===== src/design/sprc_pkg.sv =====
// shared constants and types of the packet receiver with sum16 checksum
package sprc_pkg;

	localparam logic        OP_BYTE      = 1'b0;
	localparam logic        OP_TICK      = 1'b1;

	localparam logic        KIND_PAYLOAD = 1'b0;
	localparam logic        KIND_REPORT  = 1'b1;

	localparam logic [1:0]  OC_OK        = 2'd0;
	localparam logic [1:0]  OC_CHECKSUM  = 2'd1;
	localparam logic [1:0]  OC_TIMEOUT   = 2'd2;
	localparam logic [1:0]  OC_SHORT     = 2'd3;

	localparam logic [15:0] TIMEOUT_RESET = 16'd100;
	localparam logic [15:0] TIMEOUT_MIN   = 16'd1;

	localparam logic [8:0]  IDX_OPCODE   = 9'd1;
	localparam logic [8:0]  IDX_STATUS   = 9'd3;
	localparam logic [8:0]  IDX_PAYLOAD  = 9'd4;
	localparam logic [7:0]  MIN_LENGTH   = 8'd4;

	typedef struct packed {
		logic       result_kind;
		logic [7:0] payload_byte;
		logic [7:0] packet_opcode;
		logic [7:0] packet_status;
		logic [7:0] payload_length;
		logic [1:0] outcome;
	} result_t;

endpackage


===== src/design/sprc_deframe.sv =====
// frame tracking, checksum accumulation and result forming for one beat
module sprc_deframe (
	input  logic              clk,
	input  logic              arst_n,
	input  logic              cfg_we,
	input  logic [15:0]       cfg_data,
	input  logic              fire,
	input  logic              opcode,
	input  logic [7:0]        rx_byte,
	output logic              has_result,
	output sprc_pkg::result_t result
);

	logic        receiving_q,  receiving_d;
	logic [8:0]  byte_index_q, byte_index_d;
	logic [7:0]  length_q,     length_d;
	logic [15:0] sum_q,        sum_d;
	logic [7:0]  chk_high_q,   chk_high_d;
	logic [7:0]  opcode_q,     opcode_d;
	logic [7:0]  status_q,     status_d;
	logic [15:0] idle_q,       idle_d;
	logic [15:0] timeout_q;

	logic [15:0] limit;
	logic [15:0] idle_inc;
	logic [15:0] expect_sum;
	logic [15:0] got_sum;
	logic [7:0]  report_len;
	logic [8:0]  length_ext;

	always_comb begin
		limit      = (timeout_q == 16'd0) ? sprc_pkg::TIMEOUT_MIN : timeout_q;
		idle_inc   = idle_q + 16'd1;
		expect_sum = 16'd0 - sum_q;
		got_sum    = {chk_high_q, rx_byte};
		length_ext = {1'b0, length_q};
		report_len = (length_q >= sprc_pkg::MIN_LENGTH) ?
			(length_q - sprc_pkg::MIN_LENGTH) : 8'd0;
	end

	always_comb begin
		receiving_d  = receiving_q;
		byte_index_d = byte_index_q;
		length_d     = length_q;
		sum_d        = sum_q;
		chk_high_d   = chk_high_q;
		opcode_d     = opcode_q;
		status_d     = status_q;
		idle_d       = idle_q;
		has_result   = 1'b0;
		result       = '0;

		priority if (opcode == sprc_pkg::OP_TICK) begin
			if (receiving_q) begin
				if (idle_inc >= limit) begin
					receiving_d           = 1'b0;
					byte_index_d          = 9'd0;
					idle_d                = 16'd0;
					has_result            = 1'b1;
					result.result_kind    = sprc_pkg::KIND_REPORT;
					result.packet_opcode  = opcode_q;
					result.packet_status  = status_q;
					result.payload_length = report_len;
					result.outcome        = sprc_pkg::OC_TIMEOUT;
				end else begin
					idle_d = idle_inc;
				end
			end
		end else if (!receiving_q) begin
			// length byte opens a new frame
			receiving_d  = 1'b1;
			byte_index_d = 9'd1;
			length_d     = rx_byte;
			sum_d        = {8'd0, rx_byte};
			chk_high_d   = 8'd0;
			opcode_d     = 8'd0;
			status_d     = 8'd0;
			idle_d       = 16'd0;
		end else if (byte_index_q < length_ext) begin
			idle_d       = 16'd0;
			sum_d        = sum_q + {8'd0, rx_byte};
			byte_index_d = byte_index_q + 9'd1;
			if (byte_index_q == sprc_pkg::IDX_OPCODE) begin
				opcode_d = rx_byte;
			end
			if (byte_index_q == sprc_pkg::IDX_STATUS) begin
				status_d = rx_byte;
			end
			if (byte_index_q >= sprc_pkg::IDX_PAYLOAD) begin
				has_result          = 1'b1;
				result.result_kind  = sprc_pkg::KIND_PAYLOAD;
				result.payload_byte = rx_byte;
			end
		end else if (byte_index_q == length_ext) begin
			idle_d       = 16'd0;
			chk_high_d   = rx_byte;
			byte_index_d = byte_index_q + 9'd1;
		end else begin
			// low checksum byte closes the frame
			idle_d                = 16'd0;
			receiving_d           = 1'b0;
			byte_index_d          = 9'd0;
			has_result            = 1'b1;
			result.result_kind    = sprc_pkg::KIND_REPORT;
			result.packet_opcode  = opcode_q;
			result.packet_status  = status_q;
			result.payload_length = report_len;
			if (length_q < sprc_pkg::MIN_LENGTH) begin
				result.outcome = sprc_pkg::OC_SHORT;
			end else if (expect_sum == got_sum) begin
				result.outcome = sprc_pkg::OC_OK;
			end else begin
				result.outcome = sprc_pkg::OC_CHECKSUM;
			end
		end
	end

	always_ff @(posedge clk or negedge arst_n) begin
		if (!arst_n) begin
			timeout_q <= sprc_pkg::TIMEOUT_RESET;
		end else if (cfg_we) begin
			timeout_q <= cfg_data;
		end
	end

	always_ff @(posedge clk or negedge arst_n) begin
		if (!arst_n) begin
			receiving_q  <= 1'b0;
			byte_index_q <= 9'd0;
			length_q     <= 8'd0;
			sum_q        <= 16'd0;
			chk_high_q   <= 8'd0;
			opcode_q     <= 8'd0;
			status_q     <= 8'd0;
			idle_q       <= 16'd0;
		end else if (fire) begin
			receiving_q  <= receiving_d;
			byte_index_q <= byte_index_d;
			length_q     <= length_d;
			sum_q        <= sum_d;
			chk_high_q   <= chk_high_d;
			opcode_q     <= opcode_d;
			status_q     <= status_d;
			idle_q       <= idle_d;
		end
	end

endmodule


===== src/design/serial_packet_receiver_checksum_core.sv =====
// top level of the length-prefixed packet receiver with sum16 checksum
// a beat passes the input register, then the frame update and the
//   result register, before its result is on the outputs
// throughput: one beat per cycle, unless a result waits on out_stall
// reset: arst_n clears the frame state, both registers' valid flags,
//   and loads the inter-byte timeout with 100 ticks
module serial_packet_receiver_checksum_core (
	input  logic        clk,
	input  logic        arst_n,
	input  logic        cfg_we,
	input  logic [15:0] cfg_data,
	input  logic        in_valid,
	output logic        in_stall,
	input  logic        opcode,
	input  logic [7:0]  rx_byte,
	output logic        out_valid,
	input  logic        out_stall,
	output logic        result_kind,
	output logic [7:0]  payload_byte,
	output logic [7:0]  packet_opcode,
	output logic [7:0]  packet_status,
	output logic [7:0]  payload_length,
	output logic [1:0]  outcome,
	output logic        last
);

	logic              valid_s1;
	logic              opcode_s1;
	logic [7:0]        rx_byte_s1;
	logic              has_result;
	sprc_pkg::result_t result;
	logic              advance;
	logic              out_free;
	logic              out_valid_q;
	sprc_pkg::result_t out_q;

	assign out_free = !out_valid_q || !out_stall;
	assign advance  = valid_s1 && (out_free || !has_result);
	assign in_stall = valid_s1 && !advance;

	always_ff @(posedge clk or negedge arst_n) begin
		if (!arst_n) begin
			valid_s1 <= 1'b0;
		end else if (!in_stall) begin
			valid_s1 <= in_valid;
		end
	end

	always_ff @(posedge clk) begin
		if (in_valid && !in_stall) begin
			opcode_s1  <= opcode;
			rx_byte_s1 <= rx_byte;
		end
	end

	sprc_deframe u_deframe (
		.clk        (clk),
		.arst_n     (arst_n),
		.cfg_we     (cfg_we),
		.cfg_data   (cfg_data),
		.fire       (advance),
		.opcode     (opcode_s1),
		.rx_byte    (rx_byte_s1),
		.has_result (has_result),
		.result     (result)
	);

	// result register, loaded only when the beat gives a result
	always_ff @(posedge clk or negedge arst_n) begin
		if (!arst_n) begin
			out_valid_q <= 1'b0;
		end else if (advance && has_result) begin
			out_valid_q <= 1'b1;
		end else if (!out_stall) begin
			out_valid_q <= 1'b0;
		end
	end

	always_ff @(posedge clk) begin
		if (advance && has_result) begin
			out_q <= result;
		end
	end

	assign out_valid      = out_valid_q;
	assign result_kind    = out_q.result_kind;
	assign payload_byte   = out_q.payload_byte;
	assign packet_opcode  = out_q.packet_opcode;
	assign packet_status  = out_q.packet_status;
	assign payload_length = out_q.payload_length;
	assign outcome        = out_q.outcome;
	assign last           = out_q.result_kind;

	a_stall_only_when_blocked: assert property (@(posedge clk) disable iff (!arst_n)
		in_stall |-> (valid_s1 && has_result && out_valid_q && out_stall))
		else $error("input stalled without a blocked result");

	a_held_beat_kept: assert property (@(posedge clk) disable iff (!arst_n)
		(valid_s1 && !advance) |=> (valid_s1 && $stable(opcode_s1) && $stable(rx_byte_s1)))
		else $error("waiting beat lost or changed");

	a_payload_clean: assert property (@(posedge clk) disable iff (!arst_n)
		(out_valid && result_kind == sprc_pkg::KIND_PAYLOAD) |->
		(outcome == sprc_pkg::OC_OK && payload_length == 8'd0 && packet_opcode == 8'd0))
		else $error("payload beat carries report fields");

	a_short_no_length: assert property (@(posedge clk) disable iff (!arst_n)
		(out_valid && last && outcome == sprc_pkg::OC_SHORT) |-> (payload_length == 8'd0))
		else $error("short frame reports a payload length");

endmodule

===== config.mk =====
export PLATFORM = sky130hd
export DESIGN_NAME = serial_packet_receiver_checksum_core
export DESIGN_NICKNAME = d
export VERILOG_FILES = /design/src/design/sprc_pkg.sv /design/src/design/sprc_deframe.sv /design/src/design/serial_packet_receiver_checksum_core.sv
export SDC_FILE = /design/constraint.sdc
export NUM_CORES = 1
export LEC_CHECK = 0
export ABC_AREA = 1
export BUFFER_PORTS_ARGS = -buffer_cell sky130_fd_sc_hd__buf_4
export CORE_MARGIN = 2
export CORE_UTILIZATION = 47
export CTS_BUF_LIST = sky130_fd_sc_hd__clkbuf_4
export DETAILED_ROUTE_END_ITERATION = 10
export GPL_TIMING_DRIVEN = 0
export HOLD_SLACK_MARGIN = 0.05
export PLACE_DENSITY = 0.65
export SYNTH_ARGS = -nofsm -noshare
export SYNTH_HDL_FRONTEND = slang
export SYNTH_SLANG_ARGS = --single-unit
export TNS_END_PERCENT = 20

===== constraint.sdc =====
create_clock -name clk -period 8.3 [get_ports clk]
set_input_delay 1.66 -clock clk [delete_from_list [all_inputs] [get_ports clk]]
set_output_delay 1.66 -clock clk [all_outputs]
set_load 0.005 [all_outputs]

==> results_tabular.tex <==
\begin{tabular}{lr}
\hline
Metric & Value \\
\hline
\multicolumn{2}{l}{\textbf{Finish}} \\
\quad Layout cells sized above 1 & approximately 12\% \\
\quad Multi-input gate area & approximately 0.0036 mm² \\
\quad Number of nets in the layout & around 1100 \\
\quad Fin cells & approximately 1300 \\
\quad Seq. cell area & between 0.003 and 0.004 mm² \\
\quad Layout fillers & between 1500 and 2000 \\
\quad Area delta synth->final & 13.7\% \\
\multicolumn{2}{l}{\textbf{STA}} \\
\quad RSZ-0062 raised after global routing & no \\
\quad Number of endpoints failing setup at the final stage & 0 \\
\quad Final worst path period need & approximately 5500 ps \\
\quad Min Hold Slack & just under 500 ps \\
\quad Aggregate negative setup slack & 0 ps \\
\quad Pin slew with the least headroom to its limit & 1190 ps \\
\quad Max Slew Vio Count & 0 \\
\quad Crit share post-route & 66.2\% \\
\quad Final hold viol count & 0 \\
\quad Clock tree skew after final layout & roughly 26 ps \\
\quad Max Clock Freq & $\sim$180 MHz \\
\quad Remaining max-slew budget at the tightest pin & roughly a fifth \\
\multicolumn{2}{l}{\textbf{GRT}} \\
\quad Largest net degree at the start of global routing & slightly above 90 \\
\quad Antenna violations before repair & 1 \\
\quad Global-route wire length before repair & a little under 30000 µm \\
\quad Total Routing Usage GR & between 20\% and 30\% \\
\quad Number of global-route vias before repair & just over 6000 \\
\quad Total congestion overflow & 0 \\
\multicolumn{2}{l}{\textbf{Detailed routing}} \\
\quad Vias per cell & 4.96 \\
\quad Routed wire length & 17500 µm \\
\quad Detailed-route wire length per cell & 13.4 µm \\
\quad DRC violation count after routing & 0 \\
\quad Initial drt markers & slightly above 400 \\
\quad Total number of vias & 6461 \\
\quad ANT nets after route & 0 \\
\quad Pre-antenna DRT Iters & 5 \\
\multicolumn{2}{l}{\textbf{Status}} \\
\quad Result of the run & completed \\
\multicolumn{2}{l}{\textbf{Clocking}} \\
\quad Cts-stage hold buffer count & 0 \\
\quad Clock insertion delay at the later pin of the skew report & about 550 ps \\
\quad Number of buffers added by the clock tree synthesis step & 17 \\
\quad Total number of clock tree sinks & roughly 140 \\
\quad Number of instances resized during post-cts repair & 0 \\
\quad Clock-pin slew on the worst setup and hold paths & 110 ps \\
\quad Clock Path Buffers & 2 \\
\quad Maximum level of the CTS H-tree & 4 \\
\quad Cell at the root of the clock tree & sky130\_fd\_sc\_hd\_\_clkbuf\_4 \\
\quad Number of setup buffers added after CTS & 0 \\
\quad TritonCTS clock tree & done \\
\multicolumn{2}{l}{\textbf{Synthesis}} \\
\quad Number of nets in the synthesized netlist & 1052 \\
\quad Syn\_area\_per\_cell & 7.99 µm² \\
\quad Synthesis-stage register bit count & about 140 \\
\quad Part of the Yosys area used for sequential elements & 46.2\% \\
\quad Post-synthesis async set-or-reset flop share & around 68\% \\
\quad Most frequent cell after synthesis & sky130\_fd\_sc\_hd\_\_nand2\_1 \\
\quad EDFF count, synth & 44 \\
\quad Top post-synthesis cells by count & 281 x sky130\_fd\_sc\_hd\_\_nand2\_1, 128 x sky130\_fd\_sc\_hd\_\_inv\_1, 106 x sky130\_fd\_sc\_hd\_\_nor2\_1, 89 x sky130\_fd\_sc\_hd\_\_dfrtp\_1, 53 x sky130\_fd\_sc\_hd\_\_nand3\_1 \\
\quad Number of distinct library cell variants in the gate-level netlist after synthesis & 39 \\
\quad Leading post-synthesis cells by cell area & sky130\_fd\_sc\_hd\_\_dfrtp\_1 28\%, sky130\_fd\_sc\_hd\_\_edfxtp\_1 17\%, sky130\_fd\_sc\_hd\_\_nand2\_1 13\%, sky130\_fd\_sc\_hd\_\_ha\_1 6.2\%, sky130\_fd\_sc\_hd\_\_inv\_1 6.1\% \\
\quad Post-synth design cell area & 0.00785 mm² \\
\quad Share of the synthesized area in the top cell type & 28.4\% \\
\quad Synthesized instance count & 982 \\
\quad Synth warn & 0 \\
\quad Dominant synthesized flop cell & sky130\_fd\_sc\_hd\_\_dfrtp\_1 \\
\quad Library cell occupying the most area in the post-synthesis netlist & sky130\_fd\_sc\_hd\_\_dfrtp\_1 \\
\multicolumn{2}{l}{\textbf{Hold path}} \\
\quad Path class of the lowest-slack min-delay path & reg2reg \\
\multicolumn{2}{l}{\textbf{Worst setup path}} \\
\quad Capture point of the worst reg-to-reg path & last \\
\quad Crit path from & u\_deframe.idle\_q[0] \\
\quad CP Data Required Time & $\sim$6600 ps \\
\quad Type of element capturing the critical path & primary output \\
\quad Length in cells of the worst reg-to-reg path & 22 \\
\quad Reg-to-reg startpoint & u\_deframe.idle\_q[0] \\
\quad Max FO, Critical Path & 8 \\
\quad Type of the worst setup path & reg2out \\
\quad Arr. time, crit path & 3830 ps \\
\quad Slack of the worst reg-to-reg path & about 4100 ps \\
\quad End point of the critical path & in\_stall \\
\quad Startpoint type of the worst setup path & flip-flop \\
\multicolumn{2}{l}{\textbf{Floorplan}} \\
\quad Number of top-level pins & 68 \\
\quad Die Width & between 100 and 150 µm \\
\quad FP Rows & 47 \\
\quad Die extent in y & 133 µm \\
\quad Total Die Area & 0.0177 mm² \\
\quad Area of the core region & around 0.016 mm² \\
\quad Starting Density & $\sim$48\% \\
\multicolumn{2}{l}{\textbf{Placement}} \\
\quad I/O Buffers & 67 \\
\quad Detailed-placement wirelength estimate & 13000 µm \\
\quad Global placer's final weighted congestion & around 0.86 \\
\quad Cell count after placement & between 1000 and 1500 \\
\multicolumn{2}{l}{\textbf{Power}} \\
\quad Power density of the placed cells & 266 mW/mm² \\
\quad Maximum vdd ir drop & around 0.11 mV \\
\quad Leakage power total & 0.00453 µW \\
\multicolumn{2}{l}{\textbf{Run}} \\
\quad Max-capacitance violation count & 0 \\
\hline
\end{tabular}
## worst min path at each step
stage	from	end	slack, ps	cells past startpoint
CTS	u_deframe.status_q[5]	u_deframe.status_q[5]	490	2
global route	u_deframe.status_q[5]	u_deframe.status_q[5]	510	2
floorplan	u_deframe.opcode_q[0]	u_deframe.opcode_q[0]	450	2
finish	u_deframe.opcode_q[2]	u_deframe.opcode_q[2]	490	2
global placement	u_deframe.status_q[4]	u_deframe.status_q[4]	470	2
detailed placement	u_deframe.status_q[5]	u_deframe.status_q[5]	470	2
## routing by layer
layer  wire, µm  GRT usage (%)  up-vias
li1           -              -     3332
met1       8510           29.4     2941
met2       7900           32.8      155
met3        714           3.46       33
met4        395           7.80        0
met5          0              0        -
## sequential cells by signal (all words and copies together), names as in the netlist, 9 cells and up
register / count
u_deframe.timeout_q: 16
u_deframe.idle_q: 16
u_deframe.byte_index_q: 9
u_deframe.sum_q: 16
## worst max-delay path, stage by stage (launching register included)
cell	delay [ps]
sky130_fd_sc_hd__dfrtp_1	430
sky130_fd_sc_hd__ha_1	200
sky130_fd_sc_hd__nand2_1	60
sky130_fd_sc_hd__nor2_1	150
sky130_fd_sc_hd__nand3_1	170
sky130_fd_sc_hd__nor2_1	130
sky130_fd_sc_hd__nand2_1	90
sky130_fd_sc_hd__nor2_1	170
sky130_fd_sc_hd__nand2_1	90
sky130_fd_sc_hd__xor2_1	220
sky130_fd_sc_hd__inv_1	70
sky130_fd_sc_hd__ha_1	280
sky130_fd_sc_hd__nand2_1	70
sky130_fd_sc_hd__nor3_1	180
sky130_fd_sc_hd__nand2_1	70
sky130_fd_sc_hd__nand2_1	170
sky130_fd_sc_hd__nand3_1	170
sky130_fd_sc_hd__nand2_2	170
sky130_fd_sc_hd__nand2_4	110
sky130_fd_sc_hd__nor2_1	160
sky130_fd_sc_hd__buf_4	140
## power by group
group          total [µW]  internal, µW  switching, µW
Clock                 425           178            247
Combinational         985           361            624
Sequential            961           851            111
## cell families after synthesis
group                    Yosys count  share of synthesized area, %
AO/OA/AOI/OAI                     84                          5.68
AND/OR/NAND/NOR                  517                          28.3
adder cells (fa/ha/maj)           40                          6.47
XOR/XNOR                          46                          5.31
buffers and inverters            159                          7.97
flip-flops                       136                          46.2
## area by class of cell
class / count / area share [%]
clock buffer: 18 / 1.51
buffer: 26 / 1.42
multi-input combinational: 687 / 40.3
sequential: 136 / 40.7
clock inverter: 14 / 1.47
timing repair buffer: 68 / 5.95
tap: 220 / 3.09
antenna: 1 / 0.0281
inverter: 133 / 5.60
## cell usage in the layout, fill, tap and decap left out, drive strengths merged, types with 2 or more instances in the layout
master	Yosys	routed
and3	3	3
edfxtp	44	44
xnor2	8	8
buf	13	81
nor2	109	109
dfrtp	89	89
a21oi	19	19
bufinv	0	2
clkinv	2	10
ha	39	39
nand3b	7	7
nand3	55	55
o22ai	2	2
o21ai	60	60
nor3	8	8
clkbuf	13	31
clkinvlp	0	2
nor3b	2	2
or2	4	4
xor2	37	37
dfstp	3	3
nand2	287	287
inv	131	133
nand4	39	39
nor4	2	2
## through the flow
step                      area [µm²]  util, %  setup WS [ps]  power, µW
after floorplan                 7850        -           4120       1680
after global placement          8620     52.4           3400       1930
after detailed placement        8620     52.4           3390       1950
after CTS                       8890     54.0           2750       2380
after global routing            8920     54.2           2370       2590
final                           8920     54.2           2810       2370
Note: power is estimated with default switching activity, not from simulation.
